`src/rtl/core/pcc_pkg.sv`:
```
// ============================================================================
// pcc_pkg : shared types and constants of the polar/cartesian converter
// Word widths of the rotation chain, the arctangent table, the gain
// correction constant and the structs passed between stages.
// ============================================================================
`default_nettype none

package pcc_pkg;

    // coordinate and chain configuration
    localparam int COORD_WIDTH    = 16;
    localparam int ROTATION_STEPS = 16;
    localparam int GUARD_BITS     = 24;
    localparam int TABLE_LEN      = 24;
    localparam int STEP_W         = $clog2(TABLE_LEN);

    // port field widths
    localparam int FIELD_W = 16;
    localparam int CART_W  = 17;

    // rotation word: sign, growth headroom, coordinate bits, fraction bits
    localparam int DATA_W = COORD_WIDTH + GUARD_BITS + 3;
    // angle accumulator, units of 2^-32 turn plus headroom
    localparam int ACC_W  = 34;
    localparam int TURN_W = 32;

    // gain correction: 1/K in Q31
    localparam int            INV_W        = 31;
    localparam logic [30:0]   INV_GAIN_Q31 = 31'd1304065748;

    // scaling stage widths
    localparam int MAG_W   = DATA_W - 1;
    localparam int HI_W    = MAG_W - 32;
    localparam int LO_W    = 32 + INV_W;
    localparam int SUM_A_W = HI_W + 32;
    localparam int SUM_B_W = GUARD_BITS + FIELD_W + 1;
    localparam int SUM_W   = (SUM_A_W > SUM_B_W) ? SUM_A_W : SUM_B_W;
    localparam int M_W     = SUM_W - (GUARD_BITS - 1);

    // command codes
    localparam logic CMD_TO_POLAR = 1'b0;
    localparam logic CMD_TO_CART  = 1'b1;

    // fixed angles of the axis points
    localparam logic [15:0] ANGLE_ZERO    = 16'd0;
    localparam logic [15:0] ANGLE_QUARTER = 16'd16384;
    localparam logic [15:0] ANGLE_HALF    = 16'd32768;
    localparam logic [15:0] ANGLE_3QUART  = 16'd49152;

    // word carried along the rotation chain
    typedef struct packed {
        logic                cart;
        logic                byp;
        logic [FIELD_W-1:0]  byp_rad;
        logic [FIELD_W-1:0]  byp_ang;
        logic [DATA_W-1:0]   a;
        logic [DATA_W-1:0]   b;
        logic [ACC_W-1:0]    z;
    } rot_t;

    // one finished result
    typedef struct packed {
        logic [FIELD_W-1:0] radius;
        logic [FIELD_W-1:0] angle;
        logic [CART_W-1:0]  x;
        logic [CART_W-1:0]  y;
    } res_t;

    // atan(2^-i) in units of 2^-32 turn
    function automatic logic [TURN_W-1:0] arc_of(input logic [STEP_W-1:0] step);
        logic [TURN_W-1:0] arc;
        unique case (step)
            5'd0:    arc = 32'h20000000;
            5'd1:    arc = 32'h12E4051E;
            5'd2:    arc = 32'h09FB385B;
            5'd3:    arc = 32'h051111D4;
            5'd4:    arc = 32'h028B0D43;
            5'd5:    arc = 32'h0145D7E1;
            5'd6:    arc = 32'h00A2F61E;
            5'd7:    arc = 32'h00517C55;
            5'd8:    arc = 32'h0028BE53;
            5'd9:    arc = 32'h00145F2F;
            5'd10:   arc = 32'h000A2F98;
            5'd11:   arc = 32'h000517CC;
            5'd12:   arc = 32'h00028BE6;
            5'd13:   arc = 32'h000145F3;
            5'd14:   arc = 32'h0000A2FA;
            5'd15:   arc = 32'h0000517D;
            5'd16:   arc = 32'h000028BE;
            5'd17:   arc = 32'h0000145F;
            5'd18:   arc = 32'h00000A30;
            5'd19:   arc = 32'h00000518;
            5'd20:   arc = 32'h0000028C;
            5'd21:   arc = 32'h00000146;
            5'd22:   arc = 32'h000000A3;
            5'd23:   arc = 32'h00000051;
            default: arc = 32'h00000000;
        endcase
        return arc;
    endfunction

endpackage

`default_nettype wire

```
`src/rtl/core/pcc_post.sv`:
```
// ============================================================================
// pcc_post : gain correction and result formatting
// Four stages: magnitudes and angle rounding, split multiply by 1/K,
// sum and rounding, then saturation, signs and result selection.
// ============================================================================
`default_nettype none

module pcc_post
    import pcc_pkg::*;
(
    input  wire logic  clk,
    input  wire logic  rst_n,
    input  wire logic  en,
    input  wire logic  in_valid,
    input  wire rot_t  in_word,
    output logic       out_valid,
    output res_t       out_res
);

    // per-stage control
    typedef struct packed {
        logic               cart;
        logic               byp;
        logic [FIELD_W-1:0] byp_rad;
        logic [FIELD_W-1:0] byp_ang;
        logic [FIELD_W-1:0] ang;
        logic               neg_a;
        logic               neg_b;
    } side_t;

    logic [3:0]             valid_reg;

    side_t                  s1_reg;
    side_t                  s2_reg;
    side_t                  s3_reg;
    side_t                  s1_next;

    logic [MAG_W-1:0]       mag_a_reg;
    logic [MAG_W-1:0]       mag_b_reg;
    logic [MAG_W-1:0]       mag_a_next;
    logic [MAG_W-1:0]       mag_b_next;
    logic [DATA_W-1:0]      abs_a;
    logic [DATA_W-1:0]      abs_b;
    logic [TURN_W-1:0]      ang_sum;

    logic [HI_W+INV_W-1:0]  hi_a_reg;
    logic [HI_W+INV_W-1:0]  hi_b_reg;
    logic [INV_W-1:0]       lo_a_reg;
    logic [INV_W-1:0]       lo_b_reg;
    logic [LO_W-1:0]        lo_a_prod;
    logic [LO_W-1:0]        lo_b_prod;

    logic [SUM_W-1:0]       sum_a;
    logic [SUM_W-1:0]       sum_b;
    logic [M_W-1:0]         m_a_reg;
    logic [M_W-1:0]         m_b_reg;

    logic [FIELD_W-1:0]     sat_a;
    logic [FIELD_W-1:0]     sat_b;
    res_t                   res_reg;
    res_t                   res_next;

    // stage 1: magnitudes, sign flags and rounded angle
    assign abs_a   = in_word.a[DATA_W-1] ? -in_word.a : in_word.a;
    assign abs_b   = in_word.b[DATA_W-1] ? -in_word.b : in_word.b;
    assign ang_sum = in_word.z[TURN_W-1:0] + TURN_W'(32'h8000);

    always_comb
    begin
        s1_next.cart    = in_word.cart;
        s1_next.byp     = in_word.byp;
        s1_next.byp_rad = in_word.byp_rad;
        s1_next.byp_ang = in_word.byp_ang;
        s1_next.ang     = ang_sum[TURN_W-1:TURN_W-FIELD_W];
        s1_next.neg_a   = in_word.cart & in_word.a[DATA_W-1];
        s1_next.neg_b   = in_word.b[DATA_W-1];
        mag_b_next      = abs_b[MAG_W-1:0];
        if (!in_word.cart && in_word.a[DATA_W-1])
            mag_a_next = '0;
        else
            mag_a_next = abs_a[MAG_W-1:0];
    end

    // stage 2: low products, upper half only kept
    assign lo_a_prod = LO_W'(mag_a_reg[31:0]) * LO_W'(INV_GAIN_Q31);
    assign lo_b_prod = LO_W'(mag_b_reg[31:0]) * LO_W'(INV_GAIN_Q31);

    // stage 3: sum of partial products and rounding
    assign sum_a = SUM_W'(hi_a_reg) + SUM_W'(lo_a_reg) +
                   SUM_W'(1) * (SUM_W'(1) << (GUARD_BITS - 2));
    assign sum_b = SUM_W'(hi_b_reg) + SUM_W'(lo_b_reg) +
                   SUM_W'(1) * (SUM_W'(1) << (GUARD_BITS - 2));

    // stage 4: saturation, signs and result selection
    assign sat_a = (m_a_reg[M_W-1:FIELD_W] != '0) ? {FIELD_W{1'b1}} : m_a_reg[FIELD_W-1:0];
    assign sat_b = (m_b_reg[M_W-1:FIELD_W] != '0) ? {FIELD_W{1'b1}} : m_b_reg[FIELD_W-1:0];

    always_comb
    begin
        res_next = '0;
        if (s3_reg.cart)
        begin
            res_next.x = s3_reg.neg_a ? -{1'b0, sat_a} : {1'b0, sat_a};
            res_next.y = s3_reg.neg_b ? -{1'b0, sat_b} : {1'b0, sat_b};
        end
        else if (s3_reg.byp)
        begin
            res_next.radius = s3_reg.byp_rad;
            res_next.angle  = s3_reg.byp_ang;
        end
        else
        begin
            res_next.radius = sat_a;
            res_next.angle  = s3_reg.ang;
        end
    end

    // stage valids
    always_ff @(posedge clk or negedge rst_n)
    begin
        if (!rst_n)
            valid_reg <= '0;
        else if (en)
            valid_reg <= {valid_reg[2:0], in_valid};
    end

    // stage payloads
    always_ff @(posedge clk)
    begin
        if (en)
        begin
            if (in_valid)
            begin
                s1_reg    <= s1_next;
                mag_a_reg <= mag_a_next;
                mag_b_reg <= mag_b_next;
            end
            if (valid_reg[0])
            begin
                s2_reg   <= s1_reg;
                hi_a_reg <= (HI_W+INV_W)'(mag_a_reg[MAG_W-1:32]) *
                            (HI_W+INV_W)'(INV_GAIN_Q31);
                hi_b_reg <= (HI_W+INV_W)'(mag_b_reg[MAG_W-1:32]) *
                            (HI_W+INV_W)'(INV_GAIN_Q31);
                lo_a_reg <= lo_a_prod[LO_W-1:32];
                lo_b_reg <= lo_b_prod[LO_W-1:32];
            end
            if (valid_reg[1])
            begin
                s3_reg  <= s2_reg;
                m_a_reg <= sum_a[SUM_W-1:GUARD_BITS-1];
                m_b_reg <= sum_b[SUM_W-1:GUARD_BITS-1];
            end
            if (valid_reg[2])
                res_reg <= res_next;
        end
    end

    assign out_valid = valid_reg[3];
    assign out_res   = res_reg;

endmodule

`default_nettype wire

```
`config.mk`:
```
export PLATFORM = sky130hd
export DESIGN_NAME = pcc_post
export DESIGN_NICKNAME = d
export VERILOG_FILES = /design/src/rtl/core/pcc_pkg.sv /design/src/rtl/core/pcc_post.sv
export SDC_FILE = /design/constraint.sdc
export NUM_CORES = 2
export LEC_CHECK = 0
export BUFFER_PORTS_ARGS = -buffer_cell sky130_fd_sc_hd__buf_2
export CAP_MARGIN = 20
export CORE_UTILIZATION = 59
export DETAILED_ROUTE_END_ITERATION = 8
export PLACE_DENSITY_LB_ADDON = 0.12
export SYNTH_ARGS = -nofsm -noshare
export SYNTH_HDL_FRONTEND = slang
export SYNTH_SLANG_ARGS = --single-unit
```
`constraint.sdc`:
```
create_clock -name clk -period 7.6 [get_ports clk]
set_clock_uncertainty 0.2 [all_clocks]
set_input_delay 0.76 -clock clk [delete_from_list [all_inputs] [get_ports clk]]
set_output_delay 0.76 -clock clk [all_outputs]
set_load 0.05 [all_outputs]
```
==> flow_metrics.env <==
export IMPL_synth_compound_area_frac=0.0594
export IMPL_worstPathArrival_ns=7.99
export IMPL_rsz0062_at_grt="yes"
export IMPL_slew_violations=0
export IMPL_wl_mm=157
export IMPL_post_route_period_util=1.03
export IMPL_port_buffers=207
export IMPL_remaining_drc_errors=0
export IMPL_r2r_start="mag_b_reg[10]$_DFFE_PP_"
export IMPL_synth_cell_types=68
export IMPL_clk_pin_slew_ns=0.06
export IMPL_grt_antenna_before_repair=24
export IMPL_synth_top_family_by_area="adder cells"
export IMPL_hold_depth=1
export IMPL_syn_area_per_cell_sq_um=11.0
export IMPL_crit_path_start_kind="flop"
export IMPL_pin_count=225
export IMPL_layout_setup_ws_ns=-0.205
export IMPL_first_global_vias=45000
export IMPL_drtIter0Drc=2857
export IMPL_final_layout_size_suffix_gt1_frac=0.131
export IMPL_clk_latency_ns=0.67
export IMPL_regToRegEndpoint="lo_b_reg[29]$_DFFE_PP_"
export IMPL_cts_max_level=2
export IMPL_required_ns=7.78
export IMPL_coreArea_sq_um=109000
export IMPL_period_minus_slack_ns=7.80
export IMPL_viasPerCell=5.27
export IMPL_critical_path_slowest_cell="fa_2"
export IMPL_cp_max_fo=3
export IMPL_grt_pass1_wl_mm=246
export IMPL_wl_per_cell_um=19.4
export IMPL_die_area_sq_um=112000
export IMPL_clock_sinks=484
export IMPL_layout_common_cells="inv_1, fa_1, ha_1"
export IMPL_fin_nets=8861
export IMPL_synth_warnings=0
export IMPL_worstMarginPinSlew_ns=1.03
export IMPL_ys_seq_area_frac=0.222
export IMPL_place_gp_congestion=0.988
export IMPL_chipWidth_um=335
export IMPL_hold_end="s1_reg[19]$_DFFE_PP_"
export IMPL_dp_hpwl_mm=136
export IMPL_first_pass_iters=6
export IMPL_clock_path_buffers=3
export IMPL_muxShareOfSynthArea=0.00313
export IMPL_status="complete, but fails checks"
export IMPL_slew_headroom=0.312
export IMPL_start_util=0.598
export IMPL_grt_start_max_net_pins=147
export IMPL_cts_buffers=53
export IMPL_die_h_um=335
export IMPL_hold_class="in -> reg"
export IMPL_synth_xor_area_share=0.0285
export IMPL_r2r_slack_ns=-0.20
export IMPL_cap_violations=0
export IMPL_netlist_area_sq_um=65500
export IMPL_overflow=0
export IMPL_fin_setup_tns_ns=-1.02
export IMPL_syn_num_nets=8228
export IMPL_pre_cts_ws_ns=-0.709
export IMPL_cts_tree="done"
export IMPL_area_delta_synth_final_pct=12.9
export IMPL_synth_fa_ha_area_frac=0.534
export IMPL_slowest_delay_ns=0.58
export IMPL_setup_viol=11
export IMPL_hp_start="in_word[121]"
export IMPL_ys_ff_latch=484
export IMPL_synth_edf_count=480
export IMPL_worstRegToRegCells=29
export IMPL_placed_area_sq_um=71000
export IMPL_hold_ws_ns=0.0631
export IMPL_largest_reg_flops=66
export IMPL_drtAntennaViolNets=0
export IMPL_track_usage=0.289
export IMPL_hold_viol_final=0
export IMPL_crit_start="mag_b_reg[10]$_DFFE_PP_"
export IMPL_final_area_sq_um=73900
export IMPL_cts_root_buf="clkbuf_16"
export IMPL_endpoint_kind="flop"
export IMPL_ys_async_sr_fraction=0.00826
export IMPL_synth_simple_area_share=0.0503
export IMPL_violations="negative setup slack"
export IMPL_rows=121
export IMPL_ys_flop_type="edfxtp_1"
export IMPL_layout_commonest_cell="inv_1"
export IMPL_vias=42700
export IMPL_fmax_mhz=128
export IMPL_syn_inst=5941
export IMPL_critical_path_class="reg -> reg"
[area by class of cell]
type | count | area, sq um
Tap cell | 1476 | 1850
Clock inverter | 39 | 382
Inverter | 1761 | 6630
Fill cell | 8592 | 35500
Multi-Input combinational cell | 3653 | 44900
Sequential cell | 484 | 14500
Antenna cell | 8 | 20.0
Timing Repair Buffer | 621 | 4290
Clock buffer | 59 | 1350
[logic make-up (layout without fill, tap and decap cells)]
group,count (synthesis),in the layout
compound gates,607,607
buf+inv,1804,2480
flops,484,484
mux,20,20
other cells,0,8
simple gates,684,684
xor+xnor,213,213
fa+ha+maj,2129,2129
[synthesized netlist by cell type, types with 12 or more instances]
master    number  area share
a31oi_1       24      0.0023
inv_1       1760        0.10
a211oi_1      19      0.0022
mux2i_1       16      0.0024
nand3_1       46      0.0035
o21a_1        36      0.0041
nor2_1       211       0.012
clkbuf_1      41      0.0024
edfxtp_1     480        0.22
and2_1        24      0.0023
xnor2_1      159       0.021
a21o_1        83      0.0095
and3_1        14      0.0013
nor3_1        55      0.0042
nand2_1      176       0.010
o21ai_0      120      0.0092
or4_1         18      0.0021
xor2_1        54      0.0072
or3_1         26      0.0025
fa_1        1104        0.34
nor2b_1       32      0.0031
nor4_1        12      0.0011
nand4_1       31      0.0030
o31ai_1       43      0.0049
ha_1        1025        0.20
a21oi_1      177       0.014
o21bai_1      25      0.0029
[worst max path at each step]
stage                        endpoint  slack (ns)  cells past startpoint
5_1_grt        lo_b_reg[29]$_DFFE_PP_       -0.39                     27
4_1_cts        lo_a_reg[30]$_DFFE_PP_       -0.11                     28
3_3_place_gp   lo_b_reg[30]$_DFFE_PP_       -0.63                     27
6_report       lo_b_reg[29]$_DFFE_PP_       -0.20                     29
3_5_place_dp   lo_b_reg[30]$_DFFE_PP_       -0.71                     27
2_1_floorplan  lo_b_reg[29]$_DFFE_PP_      -0.002                     27
[per-stage QoR]
| step | utilization | std cells |
|---|---|---|
| 2_1_floorplan | - | 5941 |
| 3_3_place_gp | 0.648 | 7940 |
| 3_5_place_dp | 0.648 | 7940 |
| 4_1_cts | 0.670 | 8070 |
| 5_1_grt | 0.675 | 8096 |
| 6_report | 0.675 | 8101 |
[worst max-delay path: cells and delay by family (launching register included)]
kind            cells  cell delay (ns)
fa+ha+maj           9             4.28
compound gates      9             1.68
buf+inv             8             0.65
xor+xnor            1             0.09
flops               1             0.52
simple gates        2             0.14
[layer usage]
layer  vias to the layer above  GRT usage  part of all wire
met5                         -          0            0.0012
met4                        28     0.0483             0.015
met3                       169     0.0574             0.073
met2                      1070      0.460              0.46
met1                     21300      0.417              0.45
li1                      20100          -                 -
[repair_timing]
action / 4_1_cts / 5_1_grt
resized for setup: 102 / 88
hold buffers: 2 / 0
setup endpoints to repair: 30 / 31
pin swaps: 80 / 86
endpoints found under the hold margin: 5 / 0
buffers inserted: 33 / 27
Power is left out: the tool's default activity adds up to more than one toggle a clock period on the data nets, which glitch-free logic cannot reach.
