==> config.mk <==
export PLATFORM = sky130hd
export DESIGN_NAME = pcc_prep
export DESIGN_NICKNAME = d
export VERILOG_FILES = /design/src/rtl/core/pcc_pkg.sv /design/src/rtl/core/pcc_prep.sv
export SDC_FILE = /design/constraint.sdc
export NUM_CORES = 1
export LEC_CHECK = 0
export BUFFER_PORTS_ARGS = -buffer_cell sky130_fd_sc_hd__buf_4
export CORE_MARGIN = 5
export CORE_UTILIZATION = 47
export DETAILED_ROUTE_END_ITERATION = 12
export GPL_TIMING_DRIVEN = 0
export PLACE_DENSITY_LB_ADDON = 0.1
export SKIP_CTS_REPAIR_TIMING = 1
export SYNTH_ARGS = -nofsm -noshare
export SYNTH_HDL_FRONTEND = slang
export SYNTH_SLANG_ARGS = --single-unit
==> constraint.sdc <==
create_clock -name clk -period 0.9 [get_ports clk]
set_input_delay 0 -clock clk [delete_from_list [all_inputs] [get_ports clk]]
set_output_delay 0 -clock clk [all_outputs]
set_load 0.005 [all_outputs]
==> src/rtl/core/pcc_pkg.sv <==
// ============================================================================
// pcc_pkg : shared types and constants of the polar/cartesian converter
// Word widths of the rotation chain, the arctangent table, the gain
// correction constant and the structs passed between stages.
// ============================================================================
`default_nettype none

package pcc_pkg;

    // coordinate and chain configuration
    localparam int COORD_WIDTH    = 16;
    localparam int ROTATION_STEPS = 16;
    localparam int GUARD_BITS     = 24;
    localparam int TABLE_LEN      = 24;
    localparam int STEP_W         = $clog2(TABLE_LEN);

    // port field widths
    localparam int FIELD_W = 16;
    localparam int CART_W  = 17;

    // rotation word: sign, growth headroom, coordinate bits, fraction bits
    localparam int DATA_W = COORD_WIDTH + GUARD_BITS + 3;
    // angle accumulator, units of 2^-32 turn plus headroom
    localparam int ACC_W  = 34;
    localparam int TURN_W = 32;

    // gain correction: 1/K in Q31
    localparam int            INV_W        = 31;
    localparam logic [30:0]   INV_GAIN_Q31 = 31'd1304065748;

    // scaling stage widths
    localparam int MAG_W   = DATA_W - 1;
    localparam int HI_W    = MAG_W - 32;
    localparam int LO_W    = 32 + INV_W;
    localparam int SUM_A_W = HI_W + 32;
    localparam int SUM_B_W = GUARD_BITS + FIELD_W + 1;
    localparam int SUM_W   = (SUM_A_W > SUM_B_W) ? SUM_A_W : SUM_B_W;
    localparam int M_W     = SUM_W - (GUARD_BITS - 1);

    // command codes
    localparam logic CMD_TO_POLAR = 1'b0;
    localparam logic CMD_TO_CART  = 1'b1;

    // fixed angles of the axis points
    localparam logic [15:0] ANGLE_ZERO    = 16'd0;
    localparam logic [15:0] ANGLE_QUARTER = 16'd16384;
    localparam logic [15:0] ANGLE_HALF    = 16'd32768;
    localparam logic [15:0] ANGLE_3QUART  = 16'd49152;

    // word carried along the rotation chain
    typedef struct packed {
        logic                cart;
        logic                byp;
        logic [FIELD_W-1:0]  byp_rad;
        logic [FIELD_W-1:0]  byp_ang;
        logic [DATA_W-1:0]   a;
        logic [DATA_W-1:0]   b;
        logic [ACC_W-1:0]    z;
    } rot_t;

    // one finished result
    typedef struct packed {
        logic [FIELD_W-1:0] radius;
        logic [FIELD_W-1:0] angle;
        logic [CART_W-1:0]  x;
        logic [CART_W-1:0]  y;
    } res_t;

    // atan(2^-i) in units of 2^-32 turn
    function automatic logic [TURN_W-1:0] arc_of(input logic [STEP_W-1:0] step);
        logic [TURN_W-1:0] arc;
        unique case (step)
            5'd0:    arc = 32'h20000000;
            5'd1:    arc = 32'h12E4051E;
            5'd2:    arc = 32'h09FB385B;
            5'd3:    arc = 32'h051111D4;
            5'd4:    arc = 32'h028B0D43;
            5'd5:    arc = 32'h0145D7E1;
            5'd6:    arc = 32'h00A2F61E;
            5'd7:    arc = 32'h00517C55;
            5'd8:    arc = 32'h0028BE53;
            5'd9:    arc = 32'h00145F2F;
            5'd10:   arc = 32'h000A2F98;
            5'd11:   arc = 32'h000517CC;
            5'd12:   arc = 32'h00028BE6;
            5'd13:   arc = 32'h000145F3;
            5'd14:   arc = 32'h0000A2FA;
            5'd15:   arc = 32'h0000517D;
            5'd16:   arc = 32'h000028BE;
            5'd17:   arc = 32'h0000145F;
            5'd18:   arc = 32'h00000A30;
            5'd19:   arc = 32'h00000518;
            5'd20:   arc = 32'h0000028C;
            5'd21:   arc = 32'h00000146;
            5'd22:   arc = 32'h000000A3;
            5'd23:   arc = 32'h00000051;
            default: arc = 32'h00000000;
        endcase
        return arc;
    endfunction

endpackage

`default_nettype wire

==> src/rtl/core/pcc_prep.sv <==
// ============================================================================
// pcc_prep : input stage of the converter
// Sorts out the axis points, folds the left half plane or the back half
// of the circle and loads the first rotation word.
// ============================================================================
`default_nettype none

module pcc_prep
    import pcc_pkg::*;
(
    input  wire logic                clk,
    input  wire logic                rst_n,
    input  wire logic                en,
    input  wire logic                load,
    input  wire logic                command,
    input  wire logic [FIELD_W-1:0]  x_in,
    input  wire logic [FIELD_W-1:0]  y_in,
    input  wire logic [FIELD_W-1:0]  radius_in,
    input  wire logic [FIELD_W-1:0]  angle_in,
    output logic                     valid,
    output rot_t                     word
);

    logic               valid_reg;
    rot_t               word_reg;
    rot_t               word_next;

    logic [COORD_WIDTH:0] xs;
    logic [COORD_WIDTH:0] ys;
    logic [COORD_WIDTH:0] x_abs;
    logic [COORD_WIDTH:0] y_abs;
    logic [COORD_WIDTH:0] xf;
    logic [COORD_WIDTH:0] yf;
    logic                 x_zero;
    logic                 y_zero;
    logic [DATA_W-1:0]    r_word;
    logic                 fold;
    logic [TURN_W-1:0]    z_cart;

    // sign-extended coordinates, their magnitudes and the point folded into the right half plane
    assign xs    = {x_in[COORD_WIDTH-1], x_in[COORD_WIDTH-1:0]};
    assign ys    = {y_in[COORD_WIDTH-1], y_in[COORD_WIDTH-1:0]};
    assign x_abs = xs[COORD_WIDTH] ? -xs : xs;
    assign y_abs = ys[COORD_WIDTH] ? -ys : ys;
    assign xf    = xs[COORD_WIDTH] ? -xs : xs;
    assign yf    = xs[COORD_WIDTH] ? -ys : ys;
    assign x_zero = (xs == '0);
    assign y_zero = (ys == '0);

    // polar side: angles in the second and third quarter turn are folded
    assign r_word = {3'b000, radius_in[COORD_WIDTH-1:0], {GUARD_BITS{1'b0}}};
    assign fold   = angle_in[15] ^ angle_in[14];
    assign z_cart = {~angle_in[15], angle_in[14:0], 16'h0000} ^
                    {~fold, {(TURN_W-1){1'b0}}};

    // first rotation word
    always_comb
    begin
        word_next         = '0;
        word_next.cart    = command;
        word_next.byp_rad = '0;
        word_next.byp_ang = ANGLE_ZERO;
        if (command == CMD_TO_CART)
        begin
            word_next.a = fold ? -r_word : r_word;
            word_next.b = '0;
            word_next.z = {{(ACC_W-TURN_W){z_cart[TURN_W-1]}}, z_cart};
        end
        else
        begin
            word_next.a = {{2{xf[COORD_WIDTH]}}, xf, {GUARD_BITS{1'b0}}};
            word_next.b = {{2{yf[COORD_WIDTH]}}, yf, {GUARD_BITS{1'b0}}};
            word_next.z = xs[COORD_WIDTH] ? {{(ACC_W-TURN_W){1'b0}}, 1'b1,
                                             {(TURN_W-1){1'b0}}} : '0;
            priority if (x_zero && y_zero)
            begin
                word_next.byp = 1'b1;
            end
            else if (y_zero)
            begin
                word_next.byp     = 1'b1;
                word_next.byp_rad = FIELD_W'(x_abs);
                word_next.byp_ang = xs[COORD_WIDTH] ? ANGLE_HALF : ANGLE_ZERO;
            end
            else if (x_zero)
            begin
                word_next.byp     = 1'b1;
                word_next.byp_rad = FIELD_W'(y_abs);
                word_next.byp_ang = ys[COORD_WIDTH] ? ANGLE_3QUART : ANGLE_QUARTER;
            end
            else
            begin
                word_next.byp = 1'b0;
            end
        end
    end

    // stage valid
    always_ff @(posedge clk or negedge rst_n)
    begin
        if (!rst_n)
            valid_reg <= 1'b0;
        else if (en)
            valid_reg <= load;
    end

    // stage payload
    always_ff @(posedge clk)
    begin
        if (en && load)
            word_reg <= word_next;
    end

    assign valid = valid_reg;
    assign word  = word_reg;

endmodule

`default_nettype wire

==> out/results.env <==
RUN_STATUS='complete, but fails checks'
FAILING_CHECKS='negative setup slack'
DRC_ERRORS=0
HOLDWS_NS=0.00339
IOS=224
SYN2LAYOUT_AREA_GROWTH_PCT=66.5
WORSTPATHCELLLIST='buf_8 -> or4_4 -> or3_4 -> o41ai_4 -> xor2_2 -> mux2i_1'
POST-PLACE-CELLS=810
CLOCK.FMAX_MHz=617
FINAL.MIN_CLOCK_PERIOD_NS=1.62
CLOCK-SKEW-FINAL_NS=0
CTS_MAX_LEVEL=3
YOSYS.CELL_TYPES.COUNT=45
POSTSYNTHCELLCOUNT=458
SYNTHESIS.AREA_PER_INSTANCE_UM2=10.3
GRT_PASS1_VIAS=3949
GRT_OVERFLOW=0
WL_MM=13.9
WORST_SETUP_PATH_END_KIND='flop'
DIODES=0
YOSYSSEQAREASHARE_PCT=47.1
CTS_NUM_SINKS=74
ANTENNA_LEFT=0
REGTOREGSTARTPOINT='valid'
TIMING.CRITICAL_PATH.SLOWEST_STAGE_CELL='sky130_fd_sc_hd__or4_4'
VIA_COUNT=4172
POST-DP-HPWL_MM=9.96
WORSTREGTOREGCELLS=1
CRITICAL_PATH.STARTPOINT_TYPE='input pin'
SYNTH.AREA.TOP_CELLS='sky130_fd_sc_hd__edfxtp_1, sky130_fd_sc_hd__buf_4, sky130_fd_sc_hd__xor2_1, sky130_fd_sc_hd__xnor2_1, sky130_fd_sc_hd__nor2_1'
FIRSTDRTPASSITERS=4
SYNTHARSTFLOPSHARE_PCT=1.35
POSTSYNTHREGISTERBITS=74
PORTBUFFERS=142
CLOCK_ROOT_CELL='sky130_fd_sc_hd__clkbuf_8'
NUMBER_OF_FLOPS_MAPPED_TO_ENABLE_CELLS_BY_YOSYS=73
FINALNETCOUNT=807
CP_MAX_FO=4
SYNTH_LARGEST_TYPE_AREA_FRACTION_PCT=46.6
SLOWEST_DELAY_NS=0.57
FINALWEIGHTEDCONGESTION=0.848
SYNTH_LARGEST_AREA_CELL='sky130_fd_sc_hd__edfxtp_1'
LARGEST_REGISTER_FFS=73
CHIPWIDTH_UM=110
DIE_H_UM=110
RSZ0062_AT_GRT='true'
ANTENNA_FOUND_INITIAL=0
STDCELL_COUNT=871
POWER_PER_CELL_AREA_mW_PER_MM2=1280
CRITICALPATHCATEGORY='in -> reg'
DRV_SLEW=0
HOLD_PATH.STARTPOINT='y_in[13]'
PLACEMENT_ROWS=36
YS.FLOP_TYPE='sky130_fd_sc_hd__edfxtp_1'
FINALCRITPERIODSHARE_PCT=180
TRITONCTS='done'
INITIAL_CORE_UTIL_PCT=48.2
DRIVE_GT1_SHARE_PCT=50.0
WL_PER_CELL_UM=16.0
MAX_CAP_VIOLATIONS=0
DIEAREA_MM2=0.0121
FINAL_SETUP_MARGIN_NS=-0.721
TIMING.FINAL.SETUP_VIOLATIONS=50
POWER.LEAKAGE_nW=3.36
WORST-ENDPOINT-ARRIVAL_NS=1.72
TRITONCTS.NUM_BUFFERS=9
CTS.REPORTEDPATHS.CLKPINSLEW_NS=0.08
GLOBALROUTETOTALUTIL_PCT=20.3
FP.COREAREA_MM2=0.00977
GRT_START_MAX_NET_PINS=74
TIMING.CRITICAL_PATH.REQUIRED_NS=1.00
VDD_IR_DROP_MAX_V=0.000692
WORST-SLEW-PIN-TRANSITION_NS=0.844
DRT_ITER0_MARKERS=216
POST_SYN_AREA_MM2=0.00471
WORSTHOLDPATHCELLS=3
GRT_PASS1_WL_MM=18.8
CTS_BUFFER_DEPTH=2
VIAS_PER_CELL=4.79
RELSLEWSLACK_PCT=43.7
STARTPOINT='x_in[5]'
MIN_PATH_TYPE='in -> reg'
YOSYS_WARNINGS=0
WORST_SKEW_PAIR.LATE_LATENCY_NS=0.35
PLACEMENT.SETUP.WORST_SLACK_NS=-1.20
HOLD_VIOLATIONS=0
==> final timing paths <==
| check | slack, ns | to |
|---|---|---|
| max | -0.72 | word[115] |
| min | 0.003 | word[71] |
| max reg2reg | 0.14 | valid |
| min reg2reg | 0.54 | valid |
| max in group asynchronous | 0.32 | valid |
| min in group asynchronous | 0.48 | valid |
==> metal layers <==
| metal | vias up | wire length [µm] | track usage [%] |
|---|---|---|---|
| li1 | 1996 | - | - |
| met1 | 1983 | 5130 | 22.9 |
| met2 | 172 | 7330 | 36.4 |
| met3 | 21 | 1210 | 4.66 |
| met4 | 0 | 283 | 8.90 |
| met5 | - | 0 | 0 |
==> stage by stage <==
stage | cell area [µm²] | TNS (ns) | utilization [%] | total power [mW]
6_report | 7840 | -18.55 | 80.2 | 10.0
5_1_grt | 7840 | -22.49 | 80.2 | 10.4
4_1_cts | 6880 | -20.52 | 70.4 | 9.68
3_5_place_dp | 6620 | -69.77 | 67.8 | 6.34
3_3_place_gp | 6620 | -66.49 | 67.8 | 6.29
2_1_floorplan | 5390 | -26.31 | - | 5.38
==> Yosys cell counts, drive strengths merged, types with 3 or more instances <==
master / number
and2: 17
o22ai: 7
nand2: 31
clkbuf: 18
xnor2: 23
nor4: 10
inv: 11
o41ai: 5
nor3: 9
edfxtp: 73
a31oi: 7
buf: 83
o21ai: 16
a21oi: 19
o31ai: 8
or3: 5
mux2i: 11
nor2: 40
nand3: 3
nand2b: 3
xor2: 31
ha: 5
==> cell usage in the layout (no fill, tap or decap), types with 3 or more instances in the layout <==
cell                              n
sky130_fd_sc_hd__buf_8            4
sky130_fd_sc_hd__nor2_1          38
sky130_fd_sc_hd__a21oi_2          7
sky130_fd_sc_hd__buf_2            3
sky130_fd_sc_hd__o21ai_0          6
sky130_fd_sc_hd__o31ai_1          3
sky130_fd_sc_hd__buf_6           40
sky130_fd_sc_hd__conb_1          78
sky130_fd_sc_hd__nand2_2          6
sky130_fd_sc_hd__o21ai_1          3
sky130_fd_sc_hd__o21ai_2          4
sky130_fd_sc_hd__ha_4             4
sky130_fd_sc_hd__nand3_1          3
sky130_fd_sc_hd__o41ai_4          3
sky130_fd_sc_hd__a21oi_1         12
sky130_fd_sc_hd__o21ai_4          3
sky130_fd_sc_hd__nor3_2           5
sky130_fd_sc_hd__edfxtp_1        73
sky130_fd_sc_hd__mux2i_1         11
sky130_fd_sc_hd__xor2_1          26
sky130_fd_sc_hd__xnor2_1         17
sky130_fd_sc_hd__bufinv_16        4
sky130_fd_sc_hd__dlygate4sd3_1   22
sky130_fd_sc_hd__xor2_2           5
sky130_fd_sc_hd__clkbuf_1         4
sky130_fd_sc_hd__nor3_1           3
sky130_fd_sc_hd__or3_4            3
sky130_fd_sc_hd__nor4_4           6
sky130_fd_sc_hd__clkbuf_8        11
sky130_fd_sc_hd__o31ai_4          4
sky130_fd_sc_hd__xnor2_2          5
sky130_fd_sc_hd__a31oi_1          5
sky130_fd_sc_hd__buf_4          202
sky130_fd_sc_hd__buf_12           3
sky130_fd_sc_hd__nand2_1         24
sky130_fd_sc_hd__o22ai_1          6
sky130_fd_sc_hd__and2_1          16
sky130_fd_sc_hd__clkbuf_2         5
==> where the power goes <==
| group | internal, mW | switching [mW] | leakage [nW] |
|---|---|---|---|
| Sequential | 4.07 | 0.0881 | 0.650 |
| Clock | 2.11 | 1.24 | 0.128 |
| Combinational | 1.34 | 1.15 | 2.58 |
| Total | 7.52 | 2.48 | 3.36 |
==> cell type report <==
class / count / area [µm²]
multi-input cells: 350 / 2670
flip-flops and latches: 74 / 2220
well taps: 133 / 166
clock inverters: 6 / 129
plain buffers: 101 / 805
fillers: 580 / 1930
repair buffers: 186 / 1640
clock buffers: 10 / 128
inverters: 11 / 88.8
==> cells by family (layout without fill, tap and decap cells) <==
kind of cell / after synthesis / in the layout / share of synthesized area [%]
DFF: 74 / 74 / 47.1
xor gates and xnor gates: 54 / 54 / 10.0
muxes: 13 / 13 / 2.82
buffers and inverters: 112 / 314 / 15.4
other: 1 / 78 / 0.0796
adders and majority gates: 5 / 5 / 1.33
and+or+nand+nor: 133 / 134 / 14.3
AOI/OAI and AO/OA: 66 / 66 / 8.88
==> critical path, delay by kind of cell <==
family / cells / cell delay, ns
AOI/OAI and AO/OA: 1 / 0.33
xor gates and xnor gates: 1 / 0.24
buffers and inverters: 1 / 0.10
muxes: 1 / 0.10
and+or+nand+nor: 2 / 0.94
No activity file was read; power rests on OpenSTA's default activity.
